<file path="config.mk">
export PLATFORM = sky130hd
export DESIGN_NAME = meter_radio_frame_decoder
export DESIGN_NICKNAME = d
export VERILOG_FILES = /design/src/hdl/mrfd_pkg.sv /design/src/hdl/mrfd_ram.sv /design/src/hdl/mrfd_ctrl.sv /design/src/hdl/mrfd_dp.sv /design/src/hdl/meter_radio_frame_decoder.sv
export SDC_FILE = /design/constraint.sdc
export NUM_CORES = 1
export LEC_CHECK = 0
export BUFFER_PORTS_ARGS = -buffer_cell sky130_fd_sc_hd__buf_2
export CAP_MARGIN = 20
export CORE_MARGIN = 2
export CORE_UTILIZATION = 40
export CTS_BUF_LIST = sky130_fd_sc_hd__clkbuf_16
export CTS_CLUSTER_SIZE = 40
export DETAILED_ROUTE_END_ITERATION = 8
export PLACE_DENSITY_LB_ADDON = 0.15
export SYNTH_ARGS = -nofsm -noshare
export SYNTH_HDL_FRONTEND = slang
export SYNTH_SLANG_ARGS = --single-unit
export TNS_END_PERCENT = 100
</file>
<file path="constraint.sdc">
create_clock -name clk -period 8.85 [get_ports clk]
set_input_delay 0.885 -clock clk [delete_from_list [all_inputs] [get_ports clk]]
set_output_delay 0.885 -clock clk [all_outputs]
set_load 0.05 [all_outputs]
</file>
<file path="src/hdl/mrfd_pkg.sv">
// ----------------------------------------------------------------------------
// mrfd_pkg
// Shared constants, types and helper functions of the meter radio row decoder.
// ----------------------------------------------------------------------------
package mrfd_pkg;

    localparam int FRAME_BYTES = 9;
    localparam int ADDR_W      = $clog2(FRAME_BYTES);
    localparam int POS_W       = 4;
    localparam logic [POS_W-1:0] POS_MAX = '1;

    localparam logic [2:0] ST_OK       = 3'd0;
    localparam logic [2:0] ST_BAD_LEN  = 3'd1;
    localparam logic [2:0] ST_BAD_SYNC = 3'd2;
    localparam logic [2:0] ST_BAD_XOR  = 3'd3;
    localparam logic [2:0] ST_BAD_SUM  = 3'd4;

    localparam logic [6:0] LEN_SHORT_A = 7'd55;
    localparam logic [6:0] LEN_SHORT_B = 7'd56;
    localparam logic [6:0] LEN_LONG_A  = 7'd71;
    localparam logic [6:0] LEN_LONG_B  = 7'd72;

    localparam logic [POS_W-1:0] SHORT_LAST_POS = 4'd6;
    localparam logic [POS_W-1:0] LONG_LAST_POS  = 4'd8;
    localparam logic [POS_W-1:0] SHORT_XOR_LAST = 4'd5;
    localparam logic [POS_W-1:0] LONG_XOR_LAST  = 4'd7;

    localparam logic [ADDR_W-1:0] IDX_FIRST     = ADDR_W'(1);
    localparam logic [ADDR_W-1:0] IDX_SHORT_TOP = ADDR_W'(4);
    localparam logic [ADDR_W-1:0] IDX_LONG_TOP  = ADDR_W'(6);
    localparam logic [ADDR_W-1:0] IDX_SHORT_CMP = ADDR_W'(6);
    localparam logic [ADDR_W-1:0] IDX_LONG_CMP  = ADDR_W'(8);

    localparam logic [7:0]  SYNC_RAW   = ~8'hFA;
    localparam logic [7:0]  XOR_GOOD   = 8'hFF;
    localparam logic [15:0] MASK_INIT  = 16'h0001;

    localparam logic [15:0] TAP_TABLE [0:14] = '{
        16'h4880, 16'h0000, 16'h0000, 16'h0000, 16'h0000, 16'h0000, 16'h0000, 16'h0000,
        16'h2080, 16'h4000, 16'h4000, 16'h4000, 16'h4000, 16'h4000, 16'h4000
    };

    typedef struct packed {
        logic collect;
        logic rd_first;
        logic cap_first;
        logic rd_top;
        logic load;
        logic step;
        logic rd_next;
        logic rd_cmp;
        logic cap_cmp;
        logic emit;
    } mrfd_cmd_t;

    typedef struct packed {
        logic row_end;
        logic early_fail;
        logic last_bit;
        logic first_byte;
        logic out_free;
    } mrfd_stat_t;

    function automatic logic [15:0] advance_mask(input logic [15:0] m);
        logic [15:0] n;
        n = m >> 1;
        for (int k = 0; k < 15; k++)
        begin
            if (m[k])
            begin
                n = n ^ TAP_TABLE[k];
            end
        end
        return n;
    endfunction

    function automatic logic [7:0] mirror8(input logic [7:0] v);
        logic [7:0] r;
        for (int k = 0; k < 8; k++)
        begin
            r[7-k] = v[k];
        end
        return r;
    endfunction

endpackage

</file>
<file path="src/hdl/mrfd_ram.sv">
// ----------------------------------------------------------------------------
// mrfd_ram
// Generic single write port, single read port RAM with registered read data.
// ----------------------------------------------------------------------------
module mrfd_ram #(
    parameter int WIDTH = 8,
    parameter int DEPTH = 9
) (
    input  logic                     clk,
    input  logic                     wr_en,
    input  logic [$clog2(DEPTH)-1:0] wr_addr,
    input  logic [WIDTH-1:0]         wr_data,
    input  logic                     rd_en,
    input  logic [$clog2(DEPTH)-1:0] rd_addr,
    output logic [WIDTH-1:0]         rd_data
);

    logic [WIDTH-1:0] mem_reg [0:DEPTH-1];
    logic [WIDTH-1:0] rd_data_reg;

    always_ff @(posedge clk)
    begin
        if (wr_en)
        begin
            mem_reg[wr_addr] <= wr_data;
        end
        if (rd_en)
        begin
            rd_data_reg <= mem_reg[rd_addr];
        end
    end

    assign rd_data = rd_data_reg;

endmodule

</file>
<file path="src/hdl/mrfd_ctrl.sv">
// ----------------------------------------------------------------------------
// mrfd_ctrl
// Sequencer: collect the row, walk the stored bytes for the checksum, emit.
// ----------------------------------------------------------------------------
module mrfd_ctrl (
    input  logic                 clk,
    input  logic                 rst_n,
    input  mrfd_pkg::mrfd_stat_t stat,
    output mrfd_pkg::mrfd_cmd_t  cmd
);

    localparam logic [3:0] S_COLLECT = 4'd0;
    localparam logic [3:0] S_CHECK   = 4'd1;
    localparam logic [3:0] S_FIRST   = 4'd2;
    localparam logic [3:0] S_RDTOP   = 4'd3;
    localparam logic [3:0] S_LOAD    = 4'd4;
    localparam logic [3:0] S_SHIFT   = 4'd5;
    localparam logic [3:0] S_RDCMP   = 4'd6;
    localparam logic [3:0] S_CMP     = 4'd7;
    localparam logic [3:0] S_EMIT    = 4'd8;

    logic [3:0] state_reg;
    logic [3:0] state_next;

    always_ff @(posedge clk or negedge rst_n)
    begin
        if (!rst_n)
        begin
            state_reg <= S_COLLECT;
        end
        else
        begin
            state_reg <= state_next;
        end
    end

    always_comb
    begin
        cmd        = '0;
        state_next = state_reg;
        case (state_reg)
            S_COLLECT:
            begin
                cmd.collect = 1'b1;
                if (stat.row_end)
                begin
                    state_next = S_CHECK;
                end
            end
            S_CHECK:
            begin
                if (stat.early_fail)
                begin
                    state_next = S_EMIT;
                end
                else
                begin
                    cmd.rd_first = 1'b1;
                    state_next   = S_FIRST;
                end
            end
            S_FIRST:
            begin
                cmd.cap_first = 1'b1;
                state_next    = S_RDTOP;
            end
            S_RDTOP:
            begin
                cmd.rd_top = 1'b1;
                state_next = S_LOAD;
            end
            S_LOAD:
            begin
                cmd.load   = 1'b1;
                state_next = S_SHIFT;
            end
            S_SHIFT:
            begin
                cmd.step = 1'b1;
                if (stat.last_bit)
                begin
                    if (stat.first_byte)
                    begin
                        state_next = S_RDCMP;
                    end
                    else
                    begin
                        cmd.rd_next = 1'b1;
                        state_next  = S_LOAD;
                    end
                end
            end
            S_RDCMP:
            begin
                cmd.rd_cmp = 1'b1;
                state_next = S_CMP;
            end
            S_CMP:
            begin
                cmd.cap_cmp = 1'b1;
                state_next  = S_EMIT;
            end
            S_EMIT:
            begin
                if (stat.out_free)
                begin
                    cmd.emit   = 1'b1;
                    state_next = S_COLLECT;
                end
            end
            default:
            begin
                state_next = S_COLLECT;
            end
        endcase
    end

endmodule

</file>
<file path="src/hdl/mrfd_dp.sv">
// ----------------------------------------------------------------------------
// mrfd_dp
// Datapath: row store, running XOR, byte decode, serial checksum, result.
// ----------------------------------------------------------------------------
module mrfd_dp (
    input  logic                 clk,
    input  logic                 rst_n,
    input  mrfd_pkg::mrfd_cmd_t  cmd,
    output mrfd_pkg::mrfd_stat_t stat,
    input  logic                 in_valid,
    input  logic [7:0]           raw_byte,
    input  logic                 last_byte,
    input  logic [6:0]           row_bits,
    input  logic                 out_stall,
    output logic                 out_valid,
    output logic [2:0]           status,
    output logic                 long_packet,
    output logic [7:0]           sensor_id,
    output logic [3:0]           channel,
    output logic [18:0]          pulse_interval,
    output logic [33:0]          impulse_count,
    output logic                 batt_good
);

    localparam int AW = mrfd_pkg::ADDR_W;
    localparam int PW = mrfd_pkg::POS_W;

    logic          accept;
    logic [PW-1:0] pos_reg;
    logic [7:0]    x5_reg;
    logic [7:0]    x7_reg;
    logic          sync_ok_reg;
    logic [6:0]    bits_reg;
    logic [2:0]    status_reg;
    logic          islong_reg;
    logic [AW-1:0] idx_reg;
    logic [7:0]    byte_reg;
    logic [2:0]    bit_reg;
    logic [15:0]   mask_reg;
    logic [15:0]   sum_reg;
    logic          cmp_ok_reg;
    logic [47:0]   data_reg;
    logic          out_valid_reg;
    logic [2:0]    status_out_reg;
    logic          long_out_reg;
    logic [7:0]    id_out_reg;
    logic [3:0]    chan_out_reg;
    logic [18:0]   gap_out_reg;
    logic [33:0]   count_out_reg;
    logic          batt_out_reg;

    logic          wr_en;
    logic          rd_en;
    logic [AW-1:0] rd_addr;
    logic [7:0]    rd_data;
    logic          len_short;
    logic          len_long;
    logic          len_ok;
    logic          xor_ok;
    logic [2:0]    early_code;
    logic          row_long;
    logic [AW-1:0] last_idx;
    logic [2:0]    part_bits;
    logic [7:0]    part_mask;
    logic [7:0]    inv_byte;
    logic [7:0]    pb;
    logic [15:0]   mask_step;
    logic [2:0]    final_code;

    assign accept = in_valid && cmd.collect;
    assign wr_en  = accept && ({1'b0, pos_reg} < (PW+1)'(mrfd_pkg::FRAME_BYTES));

    mrfd_ram #(
        .WIDTH (8),
        .DEPTH (mrfd_pkg::FRAME_BYTES)
    ) u_store (
        .clk     (clk),
        .wr_en   (wr_en),
        .wr_addr (AW'(pos_reg)),
        .wr_data (raw_byte),
        .rd_en   (rd_en),
        .rd_addr (rd_addr),
        .rd_data (rd_data)
    );

    assign len_short = (row_bits == mrfd_pkg::LEN_SHORT_A) ||
                       (row_bits == mrfd_pkg::LEN_SHORT_B);
    assign len_long  = (row_bits == mrfd_pkg::LEN_LONG_A) ||
                       (row_bits == mrfd_pkg::LEN_LONG_B);
    assign len_ok    = (len_short && pos_reg == mrfd_pkg::SHORT_LAST_POS) ||
                       (len_long  && pos_reg == mrfd_pkg::LONG_LAST_POS);
    assign xor_ok    = len_long ? (x7_reg == mrfd_pkg::XOR_GOOD)
                                : (x5_reg == mrfd_pkg::XOR_GOOD);

    always_comb
    begin
        if (!len_ok)
        begin
            early_code = mrfd_pkg::ST_BAD_LEN;
        end
        else if (!sync_ok_reg)
        begin
            early_code = mrfd_pkg::ST_BAD_SYNC;
        end
        else if (!xor_ok)
        begin
            early_code = mrfd_pkg::ST_BAD_XOR;
        end
        else
        begin
            early_code = mrfd_pkg::ST_OK;
        end
    end

    always_ff @(posedge clk or negedge rst_n)
    begin
        if (!rst_n)
        begin
            pos_reg     <= '0;
            x5_reg      <= '0;
            x7_reg      <= '0;
            sync_ok_reg <= 1'b0;
            status_reg  <= mrfd_pkg::ST_OK;
        end
        else if (accept)
        begin
            if (last_byte)
            begin
                pos_reg    <= '0;
                status_reg <= early_code;
            end
            else if (pos_reg != mrfd_pkg::POS_MAX)
            begin
                pos_reg <= pos_reg + 1'b1;
            end
            if (pos_reg == '0)
            begin
                x5_reg      <= '0;
                x7_reg      <= '0;
                sync_ok_reg <= (raw_byte == mrfd_pkg::SYNC_RAW);
            end
            else
            begin
                if (pos_reg <= mrfd_pkg::SHORT_XOR_LAST)
                begin
                    x5_reg <= x5_reg ^ raw_byte;
                end
                if (pos_reg <= mrfd_pkg::LONG_XOR_LAST)
                begin
                    x7_reg <= x7_reg ^ raw_byte;
                end
            end
        end
    end

    always_ff @(posedge clk)
    begin
        if (accept && last_byte)
        begin
            bits_reg <= row_bits;
        end
    end

    // byte decode: invert, clear unused tail bits, mirror; beyond the row reads zero
    assign row_long  = (bits_reg >= mrfd_pkg::LEN_LONG_A);
    assign last_idx  = row_long ? mrfd_pkg::IDX_LONG_CMP : mrfd_pkg::IDX_SHORT_CMP;
    assign part_bits = bits_reg[2:0];
    assign part_mask = (part_bits == 3'd0) ? 8'hFF
                                           : 8'(8'hFF << (4'd8 - {1'b0, part_bits}));
    assign inv_byte  = ~rd_data;

    always_comb
    begin
        if (idx_reg > last_idx)
        begin
            pb = 8'h00;
        end
        else if (idx_reg == last_idx)
        begin
            pb = mrfd_pkg::mirror8(inv_byte & part_mask);
        end
        else
        begin
            pb = mrfd_pkg::mirror8(inv_byte);
        end
    end

    assign rd_en = cmd.rd_first || cmd.rd_top || cmd.rd_next || cmd.rd_cmp;

    always_comb
    begin
        if (cmd.rd_first)
        begin
            rd_addr = mrfd_pkg::IDX_FIRST;
        end
        else if (cmd.rd_top)
        begin
            rd_addr = islong_reg ? mrfd_pkg::IDX_LONG_TOP : mrfd_pkg::IDX_SHORT_TOP;
        end
        else if (cmd.rd_cmp)
        begin
            rd_addr = islong_reg ? mrfd_pkg::IDX_LONG_CMP : mrfd_pkg::IDX_SHORT_CMP;
        end
        else
        begin
            rd_addr = idx_reg - 1'b1;
        end
    end

    assign mask_step = mrfd_pkg::advance_mask(mask_reg);

    always_ff @(posedge clk)
    begin
        if (rd_en)
        begin
            idx_reg <= rd_addr;
        end
        if (cmd.cap_first)
        begin
            islong_reg <= pb[0];
            mask_reg   <= mrfd_pkg::MASK_INIT;
            sum_reg    <= '0;
        end
        if (cmd.load)
        begin
            byte_reg <= pb;
            bit_reg  <= 3'd7;
            data_reg <= {data_reg[39:0], pb};
        end
        if (cmd.step)
        begin
            mask_reg <= mask_step;
            bit_reg  <= bit_reg - 1'b1;
            if (byte_reg[bit_reg])
            begin
                sum_reg <= sum_reg ^ mask_step;
            end
        end
        if (cmd.cap_cmp)
        begin
            cmp_ok_reg <= (sum_reg[15:8] == pb);
        end
    end

    assign final_code = (status_reg != mrfd_pkg::ST_OK) ? status_reg :
                        (cmp_ok_reg ? mrfd_pkg::ST_OK : mrfd_pkg::ST_BAD_SUM);

    always_ff @(posedge clk or negedge rst_n)
    begin
        if (!rst_n)
        begin
            out_valid_reg <= 1'b0;
        end
        else if (cmd.emit)
        begin
            out_valid_reg <= 1'b1;
        end
        else if (!out_stall)
        begin
            out_valid_reg <= 1'b0;
        end
    end

    always_ff @(posedge clk)
    begin
        if (cmd.emit)
        begin
            status_out_reg <= final_code;
            long_out_reg   <= 1'b0;
            id_out_reg     <= '0;
            chan_out_reg   <= '0;
            gap_out_reg    <= '0;
            count_out_reg  <= '0;
            batt_out_reg   <= 1'b0;
            if (final_code == mrfd_pkg::ST_OK)
            begin
                long_out_reg <= islong_reg;
                id_out_reg   <= {data_reg[11:8], data_reg[7:4]};
                chan_out_reg <= {1'b0, data_reg[3:1]} + 4'd1;
                if (islong_reg)
                begin
                    count_out_reg <= {data_reg[45:40], data_reg[39:16], data_reg[15:12]};
                    batt_out_reg  <= ~data_reg[46];
                end
                else
                begin
                    gap_out_reg <= {data_reg[30:24], data_reg[23:16], data_reg[15:12]};
                end
            end
        end
    end

    assign stat.row_end    = accept && last_byte;
    assign stat.early_fail = (status_reg != mrfd_pkg::ST_OK);
    assign stat.last_bit   = (bit_reg == 3'd0);
    assign stat.first_byte = (idx_reg == mrfd_pkg::IDX_FIRST);
    assign stat.out_free   = !out_valid_reg || !out_stall;

    assign out_valid      = out_valid_reg;
    assign status         = status_out_reg;
    assign long_packet    = long_out_reg;
    assign sensor_id      = id_out_reg;
    assign channel        = chan_out_reg;
    assign pulse_interval = gap_out_reg;
    assign impulse_count  = count_out_reg;
    assign batt_good      = batt_out_reg;

endmodule

</file>
<file path="src/hdl/meter_radio_frame_decoder.sv">
// ----------------------------------------------------------------------------
// meter_radio_frame_decoder
// Decodes one received energy meter radio row: length, sync, XOR and
// checksum checks, then sensor ID, channel and impulse interval or count.
// ----------------------------------------------------------------------------
//  channel | direction | handshake            | payload
//  input   | in        | in_valid / in_stall  | raw_byte, last_byte, row_bits
//  output  | out       | out_valid / out_stall| status, long_packet, sensor_id,
//          |           |                      | channel, pulse_interval,
//          |           |                      | impulse_count, batt_good
//
//  A non-last beat is taken as soon as it is valid. After the last beat the
//  input stalls for a checksum walk of one load plus eight shifts per byte;
//  a long row walks more bytes, and one that fails length, sync or XOR skips it.
//  Output back-pressure adds to this; a held result waits in the output
//  register while the next row is taken in.
//  Reset is asynchronous, active low, and clears control state only.
// ----------------------------------------------------------------------------
module meter_radio_frame_decoder (
    input  logic        clk,
    input  logic        rst_n,
    input  logic        in_valid,
    output logic        in_stall,
    input  logic [7:0]  raw_byte,
    input  logic        last_byte,
    input  logic [6:0]  row_bits,
    output logic        out_valid,
    input  logic        out_stall,
    output logic [2:0]  status,
    output logic        long_packet,
    output logic [7:0]  sensor_id,
    output logic [3:0]  channel,
    output logic [18:0] pulse_interval,
    output logic [33:0] impulse_count,
    output logic        batt_good
);

    mrfd_pkg::mrfd_cmd_t  cmd;
    mrfd_pkg::mrfd_stat_t stat;

    mrfd_ctrl u_ctrl (
        .clk   (clk),
        .rst_n (rst_n),
        .stat  (stat),
        .cmd   (cmd)
    );

    mrfd_dp u_dp (
        .clk            (clk),
        .rst_n          (rst_n),
        .cmd            (cmd),
        .stat           (stat),
        .in_valid       (in_valid),
        .raw_byte       (raw_byte),
        .last_byte      (last_byte),
        .row_bits       (row_bits),
        .out_stall      (out_stall),
        .out_valid      (out_valid),
        .status         (status),
        .long_packet    (long_packet),
        .sensor_id      (sensor_id),
        .channel        (channel),
        .pulse_interval (pulse_interval),
        .impulse_count  (impulse_count),
        .batt_good      (batt_good)
    );

    assign in_stall = !cmd.collect;

endmodule

</file>
==> out/results.txt, run 1 <==
Post_cts resized: 0
Max cap viols: 0
Post-CTS repair timing setup buffer count: 0
Commonest non-fill, non-tap cell in the layout: edfxtp_1
Slew Limit Headroom: 33.99%
Final nets: 881
Hold slack: 0.3856 ns
Cell Rows: 60
Crit-path max FO: 11
Die height: 168.6 um
Status: finished, final reports clean
Crit path time final: 3.255 ns
CTS root buf: clkbuf_16
WL/cell: 18.67 um
Clock power share: 24.7%
Reg2Reg Launch Point: u_dp.bits_reg[0]
Largest net degree at the start of global routing: 71
Worst-path cell chain: ha_1 > a21oi_1 > nor2_1 > o41a_1 > ha_1 > nor2b_1 > o311a_1 > a211oi_1 > xor2_1 > a211o_1 > nor4_1
Critical path depth: 11
Antenna cells: 0
Syn. warnings: 0
Final Cell Area: 12,460 um2
Req. time, crit path: 9.19 ns
Synth unique cells: 69
Syn Area/Cell: 14.51 um2
Switching share of power: 36.46%
RSZ-0062 raised after global routing: no
Die area: 28,440 um2
CP Capture Type: flip-flop
Clk slew on worst S/H paths: 0.06 ns
Mapped Nets: 784
Post-synthesis async set-or-reset flop share: 10.61%
Worst R2R Path Depth: 11
Seq cells post-synth: 264
CP startpoint kind: flip-flop
Sw power: 1612 uW
Area after DPL: 11,580 um2
CP dominant cell by count: ha_1
Max reg flops: 72
Die W: 168.6 um
Number of global-route vias before repair: 6,293
Vias: 6,247
Initial Util: 40.45%
Clock Path Buffers: 3
Critical path arrival: 3.60 ns
Setup WS post-layout: 5.595 ns
H-tree depth: 1
Layout cell share with drive strength beyond 1: 18.31%
Core area: 26,800 um2
Fin. max-slew vios: 0
Place WS: 5.630 ns
Num CTS Buffers: 28
Area delta synth->final: 14.97%
Final Hold Fails: 0
CTS tree: done
Final non-filler cell total: 1,204
Reg power frac: 42.7%
Post-Synthesis Cells: 747
Fmax: 0.3072 GHz
Mapped cell area: 10,840 um2
Initial drt markers: 454
Maximum vdd drop: 182.4 uV
GRT Residual Overflow: 0
Placed cells: 1,153
DRC errors left: 0
Pre-antenna DRT Iters: 5
Final setup violating endpoints: 0
Sequential area share after synthesis: 71.18%
I/O pin cnt: 92
Internal: 2810 uW
Fillers: 2,354
Hold Path Class: in2async
Final GP Congestion: 0.8470
Most frequent cells in the layout: 229 x edfxtp_1, 91 x buf_2, 66 x nand2_1
Dpl hpwl: 15,300 um
Final Cycle Share: 36.78%
Final WL: 22,480 um
Hold Buf Count CTS: 0
Leakage: 0.004724 uW
WP buf/inv: 0
Post-synth EDFFs: 229
DR vias/cell: 5.189
Worst Max-Slew Pin Slew: 0.9901 ns
First-pass GRT wire length: 35,200 um
PwrDens: 354.8 nW/um2
Reg-to-reg critical path endpoint: u_dp.cmp_ok_reg
Critical path's top delay family: compound AO/OA/AOI/OAI gates
Crit path largest cell delay: 0.46 ns
Comb pwr share: 32.5%
Slowest CP cell: edfxtp_1
Clock sink count: 264
Post-synth top flop: edfxtp_1
Initial antenna violation count: 0
Setup TNS: 0 ns
Tot GR Track Use: 15.90%
Worst R2R Setup Slack: 5.60 ns
Worst Path Class, Setup: reg2reg
Post-Route Skew: 0.01435 ns
DRT antenna net count: 0
Latest clock arrival within the worst-skew pair: 0.54 ns
IO buf count: 91
[metrics by stage]
step	util [%]	total power [uW]
3_5_place_dp	43.21	3353
3_3_place_gp	43.17	3304
2_1_floorplan	-	3017
5_1_grt	46.51	4670
4_1_cts	46.42	4459
6_report	46.51	4422
[cell usage after synthesis, types with 11 or more instances]
cell	number	area [um2]
edfxtp_1	229	6877
nand2_1	66	247.7
and2_1	58	362.9
nor2_1	48	180.2
and3_1	28	175.2
dfrtp_1	28	700.7
xor2_1	22	192.7
inv_1	19	71.32
a21oi_1	18	90.09
ha_1	17	212.7
clkbuf_1	15	56.30
o21ai_0	14	70.07
a21o_1	11	82.58
xnor2_1	11	96.34
[power groups by stage]
stage	logic (uW)	clock network (uW)	registers, uW
2_1_floorplan	980	0	2040
3_3_place_gp	1400	0	1900
3_5_place_dp	1440	0	1920
4_1_cts	1440	1120	1890
5_1_grt	1580	1170	1920
6_report	1440	1090	1890
[cells by family after synthesis]
group | Yosys count | share of synthesized area [%]
adder cells (fa/ha/maj) | 17 | 1.962
XOR/XNOR | 34 | 2.920
flip-flops | 264 | 71.18
AO/OA/AOI/OAI | 105 | 7.294
AND/OR/NAND/NOR | 264 | 12.70
buffers and inverters | 51 | 2.597
multiplexers | 12 | 1.350
[per-layer routing]
layer	track usage, %	routed length (um)
met5	0	0
met2	28.47	11440
met3	2.525	854
met1	19.84	9577
met4	4.985	609
[how the worst max path moves through the flow]
stage                              startpoint               to
after detailed placement     u_dp.bits_reg[0]  u_dp.cmp_ok_reg
after global placement       u_dp.bits_reg[0]  u_dp.cmp_ok_reg
after global routing         u_dp.bits_reg[0]  u_dp.cmp_ok_reg
final                        u_dp.bits_reg[0]  u_dp.cmp_ok_reg
after floorplan           u_ctrl.state_reg[2]   u_dp.batt_good
after CTS                    u_dp.bits_reg[0]  u_dp.cmp_ok_reg
[area by class of cell]
type	instances	area (um2)	share of cell area (%)
repair buffers	99	526.8	4.226
clock inverters	20	135.1	1.084
clock buffers	29	725.7	5.822
flip-flops and latches	264	7717	61.92
multi-input cells	432	2861	22.96
inverters	19	71.32	0.5722
well taps	341	426.7	3.423
(Power assumes the default switching activity.)
==> run 2, diff against run 1 <==
ABC_AREA = 1   (was not set)
clock period = 3.1 ns   (was 8.85 ns; I/O delays follow)
==> out/results.txt, run 2 <==
Status: finished, final reports clean
Most numerous cell in the Yosys netlist: edfxtp_1
DRT antenna net count: 0
Sw power: 1373 uW
Commonest non-fill, non-tap cell in the layout: edfxtp_1
Reg power frac: 54.6%
Synth unique cells: 47
Cell Rows: 61
Maximum vdd drop: 496.8 uV
Sequential area share after synthesis: 67.51%
PwrDens: 527.8 nW/um2
Final nets: 1,164
IO buf count: 91
Initial drt markers: 524
WL/cell: 15.25 um
Post-CTS repair timing setup buffer count: 0
Top cells by area, synth: edfxtp_1 60%, dfrtp_1 6.1%, inv_1 5.8%
Crit path time final: 2.600 ns
Largest net degree at the start of global routing: 71
Initial antenna violation count: 0
Critical path arrival: 2.91 ns
Area delta synth->final: 16.26%
Clock sink count: 264
Hold Path Class: in2reg
CTS root buf: clkbuf_16
Post-synthesis async set-or-reset flop share: 10.61%
Worst Max-Slew Pin Slew: 1.035 ns
Die height: 173.1 um
Switching share of power: 19.57%
DR vias/cell: 4.712
Post-Synthesis Cells: 1,010
Antenna cells: 0
Mapped cell area: 11,430 um2
Fillers: 2,617
Core area: 27,930 um2
Num CTS Buffers: 28
Pre-antenna DRT Iters: 5
Worst Path Class, Setup: reg2reg
Hold Buf Count CTS: 8
Internal: 5642 uW
Slew Limit Headroom: 30.65%
Fin. max-slew vios: 0
Post-synth top cells: 229 x edfxtp_1, 177 x inv_1, 133 x nand2_1
Req. time, crit path: 3.41 ns
CP startpoint kind: flip-flop
Worst R2R Setup Slack: 0.50 ns
Die area: 29,950 um2
I/O pin cnt: 92
Max reg flops: 72
DRC errors left: 0
First-pass GRT wire length: 37,740 um
Clk slew on worst S/H paths: 0.06 ns
RSZ-0062 raised after global routing: no
Initial Util: 40.92%
Dpl hpwl: 15,600 um
Leakage: 0.005697 uW
Final setup violating endpoints: 0
Place WS: 0.4749 ns
Comb pwr share: 0.9%
Clock Path Buffers: 3
Syn. warnings: 0
Most frequent cells in the layout: 229 x edfxtp_1, 183 x inv_1, 133 x nand2_1
Final Hold Fails: 0
Fmax: 0.3846 GHz
Post-synth EDFFs: 229
Crit-path max FO: 10
Max cap viols: 0
Setup TNS: 0 ns
Post-synth top flop: edfxtp_1
Vias: 7,191
Layout cell share with drive strength beyond 1: 16.03%
Mapped Nets: 1,047
Tot GR Track Use: 15.71%
Setup WS post-layout: 0.5001 ns
CP Capture Type: flip-flop
Die W: 173.1 um
Final WL: 23,260 um
Latest clock arrival within the worst-skew pair: 0.54 ns
Final Cycle Share: 83.87%
Number of global-route vias before repair: 7,028
Post_cts resized: 0
CTS tree: done
Syn Area/Cell: 11.32 um2
Synth top area share: 60.16%
Post-Route Skew: 0.02027 ns
GRT Residual Overflow: 0
Final GP Congestion: 0.8096
Yosys top cell by area: edfxtp_1
Seq cells post-synth: 264
Clock power share: 44.6%
H-tree depth: 1
run 2: changes by cell type after synthesis, moves of 18 or more:
cell      change
and2_1       -57
and3_1       -28
inv_1       +158
nand2_1      +67
nand3_1      +81
nand3b_1     +28
nor2_1       +62
xor2_1       -18
run 2: kinds of logic after synthesis:
group | count (synthesis) | share of synthesized area [%]
flip-flops | 264 | 67.51
AND/OR/NAND/NOR | 453 | 19.64
AO/OA/AOI/OAI | 54 | 2.868
adder cells (fa/ha/maj) | 17 | 1.861
buffers and inverters | 214 | 7.509
XOR/XNOR | 8 | 0.6129
run 2: final timing paths:
check,startpoint,endpoint,cells past startpoint
setup / recovery,u_dp.bits_reg[0],u_dp.cmp_ok_reg,16
hold / removal,last_byte,u_dp.pos_reg[0],3
setup reg to reg,u_dp.bits_reg[0],u_dp.cmp_ok_reg,16
hold reg to reg,u_dp.data_reg[27],u_dp.data_reg[35],0
max in group asynchronous,rst_n,u_dp.status_reg[0],2
min in group asynchronous,rst_n,u_dp.x7_reg[1],2
run 2: power by group through the flow:
stage	logic (uW)	registers, uW	clock network [uW]
after floorplan	8.36	3900	0
after global placement	57.1	3900	0
after detailed placement	57.5	3900	0
after CTS	65.1	3830	3220
after global routing	70.9	3820	3340
final	62.8	3830	3130
run 2: metal layers:
layer | up-vias | GRT usage [%] | share of wire [%]
li1 | 3622 | - | -
met1 | 3354 | 20.92 | 45
met2 | 169 | 26.05 | 47
met3 | 46 | 2.419 | 4.2
met4 | 0 | 5.862 | 3.8
met5 | - | 0 | 0
run 2: through the flow:
step / instances / instance area (um2) / hold slack (ns) / util [%] / power (uW)
CTS: 1526 / 13290 / 0.07263 / 47.58 / 7112
global placement: 1467 / 12350 / 0.4026 / 44.20 / 3958
floorplan: 1010 / 11440 / 0.01441 / - / 3910
finish: 1526 / 13290 / 0.1043 / 47.58 / 7015
detailed placement: 1467 / 12350 / 0.4093 / 44.20 / 3958
global route: 1526 / 13290 / 0.09902 / 47.58 / 7231
run 2: layout make-up:
class | count | area (um2) | share of cell area [%]
flip-flops and latches | 264 | 7717 | 58.07
multi-input cells | 532 | 2874 | 21.63
inverters | 187 | 703.2 | 5.291
clock buffers | 28 | 700.7 | 5.272
repair buffers | 114 | 660.6 | 4.971
well taps | 378 | 473.0 | 3.559
clock inverters | 23 | 161.4 | 1.214
run 2: worst max-delay path: stages, from the launching register on:
cell,delay (ns)
edfxtp_1,0.40
ha_1,0.16
o21ai_0,0.07
a21boi_0,0.26
inv_1,0.12
ha_1,0.31
nand2_1,0.07
inv_1,0.06
nand3_1,0.16
nand2_1,0.32
nand3_1,0.15
nand2_1,0.08
nand2_1,0.04
inv_1,0.05
nor2_1,0.04
nand2_1,0.05
nor2_1,0.04
==> run 3, diff against run 2 <==
clock period = 2.37 ns   (was 3.1 ns; I/O delays follow)
==> out/results.txt, run 3 (synthesized netlist as in run 2, its figures left out) <==
Final setup violating endpoints: 0
Die W: 173.1 um
Fmax: 0.4278 GHz
Place WS: -0.3099 ns
DRT antenna net count: 0
Final Cell Area: 13,680 um2
Final GP Congestion: 0.8412
CP Capture Type: flip-flop
Area delta synth->final: 19.67%
Req. time, crit path: 2.78 ns
Final Hold Fails: 0
Worst R2R Setup Slack: 0.03 ns
Placed cells: 1,493
Comb pwr share: 0.9%
Clock Path Buffers: 3
Internal: 7356 uW
Slew Limit Headroom: 49.88%
RSZ-0062 raised after global routing: yes
Fillers: 2,505
Worst Path Class, Setup: reg2reg
Initial Util: 40.92%
Commonest non-fill, non-tap cell in the layout: edfxtp_1
Initial antenna violation count: 0
CP startpoint kind: flip-flop
Worst Max-Slew Pin Slew: 0.7517 ns
Max cap viols: 0
Post-Route Skew: 0.01706 ns
CTS root buf: clkbuf_16
Final WL: 23,600 um
Final non-filler cell total: 1,553
Hold Path Class: in2reg
Layout cell share with drive strength beyond 1: 20.09%
Num CTS Buffers: 29
DRC errors left: 0
Clock power share: 44.7%
Hold slack: 0.05514 ns
Latest clock arrival within the worst-skew pair: 0.55 ns
WL/cell: 15.20 um
Clk slew on worst S/H paths: 0.06 ns
Number of global-route vias before repair: 7,348
Critical path arrival: 2.75 ns
Final nets: 1,194
CTS tree: done
Dpl hpwl: 15,870 um
Crit-path max FO: 3
Max reg flops: 72
Crit path time final: 2.338 ns
Most frequent cells in the layout: 229 x edfxtp_1, 181 x inv_1, 125 x nand2_1
I/O pin cnt: 92
Switching share of power: 20.09%
Cell Rows: 61
IO buf count: 91
Setup WS post-layout: 0.03229 ns
Die height: 173.1 um
Status: finished, final reports clean
Largest net degree at the start of global routing: 48
Final Cycle Share: 98.64%
PwrDens: 673.0 nW/um2
Power, Total: 9206 uW
Area after DPL: 12,580 um2
Core area: 27,930 um2
Initial drt markers: 432
Vias: 7,384
Sw power: 1850 uW
Leakage: 0.005851 uW
First-pass GRT wire length: 38,760 um
Reg power frac: 54.4%
Tot GR Track Use: 15.91%
Fin. max-slew vios: 0
H-tree depth: 1
GRT Residual Overflow: 0
Maximum vdd drop: 580.0 uV
Die area: 29,950 um2
DR vias/cell: 4.755
Pre-antenna DRT Iters: 5
Antenna cells: 0
Clock sink count: 264
[run 3: power by group through the flow]
| stage | Sequential, uW | Clock [uW] | Combinational, uW |
|---|---|---|---|
| floorplan | 5100 | 0 | 10.9 |
| global placement | 5100 | 0 | 72.9 |
| detailed placement | 5100 | 0 | 73.4 |
| CTS | 5000 | 4220 | 84.7 |
| global route | 5000 | 4380 | 92.4 |
| finish | 5010 | 4120 | 82.4 |
[run 3: layout make-up]
| class | count | area, um2 | share of cell area (%) |
|---|---|---|---|
| clock buffer | 29 | 725.7 | 5.305 |
| clock inverter | 20 | 138.9 | 1.015 |
| inverter | 187 | 703.2 | 5.140 |
| multi-input combinational | 532 | 2983 | 21.81 |
| sequential | 264 | 7717 | 56.42 |
| tap | 378 | 473.0 | 3.457 |
| timing repair buffer | 143 | 938.4 | 6.860 |
[run 3: final timing paths]
check	startpoint	depth (start not counted)	end
worst min-delay path	raw_byte[7]	1	u_dp.u_store.mem_reg[1][7]
worst max register to register	u_dp.bits_reg[0]	15	u_dp.cmp_ok_reg
worst max-delay path	u_dp.bits_reg[0]	15	u_dp.cmp_ok_reg
min in group asynchronous	rst_n	2	u_dp.x7_reg[3]
max in group asynchronous	rst_n	2	u_dp.pos_reg[3]
worst min register to register	u_dp.data_reg[8]	0	u_dp.data_reg[16]
[run 3: critical path: stages (launching register included)]
cell,delay [ns]
edfxtp_1,0.41
ha_2,0.21
o21ai_2,0.13
a21boi_2,0.09
inv_2,0.10
ha_4,0.21
a21oi_1,0.22
nand2_2,0.11
buf_6,0.14
a21oi_4,0.13
nand2_2,0.07
nand2_1,0.07
nand2_1,0.06
nor2_1,0.10
nand2_1,0.07
nor2_1,0.09
[run 3: metrics by stage]
stage / setup TNS [ns] / utilization (%)
6_report: 0 / 48.97
5_1_grt: -0.06621 / 48.97
4_1_cts: 0 / 48.73
3_3_place_gp: -0.4306 / 45.05
3_5_place_dp: -1.442 / 45.05
2_1_floorplan: 0 / -
[run 3: repair_timing]
| item | 4_1_cts | 5_1_grt |
|---|---|---|
| resized for setup | 20 | 10 |
| pin swaps | 4 | 4 |
| buffers inserted | 0 | 2 |
| hold buffers | 9 | 0 |
| endpoints found under the setup margin | 10 | 1 |
| endpoints found under the hold margin | 36 | 0 |
[run 3: per-layer routing]
layer	track usage [%]	vias up	wire, um
li1	-	3685	-
met4	5.014	0	714
met3	2.551	44	1022
met5	0	-	0
met2	27.33	177	11470
met1	20.68	3478	10390
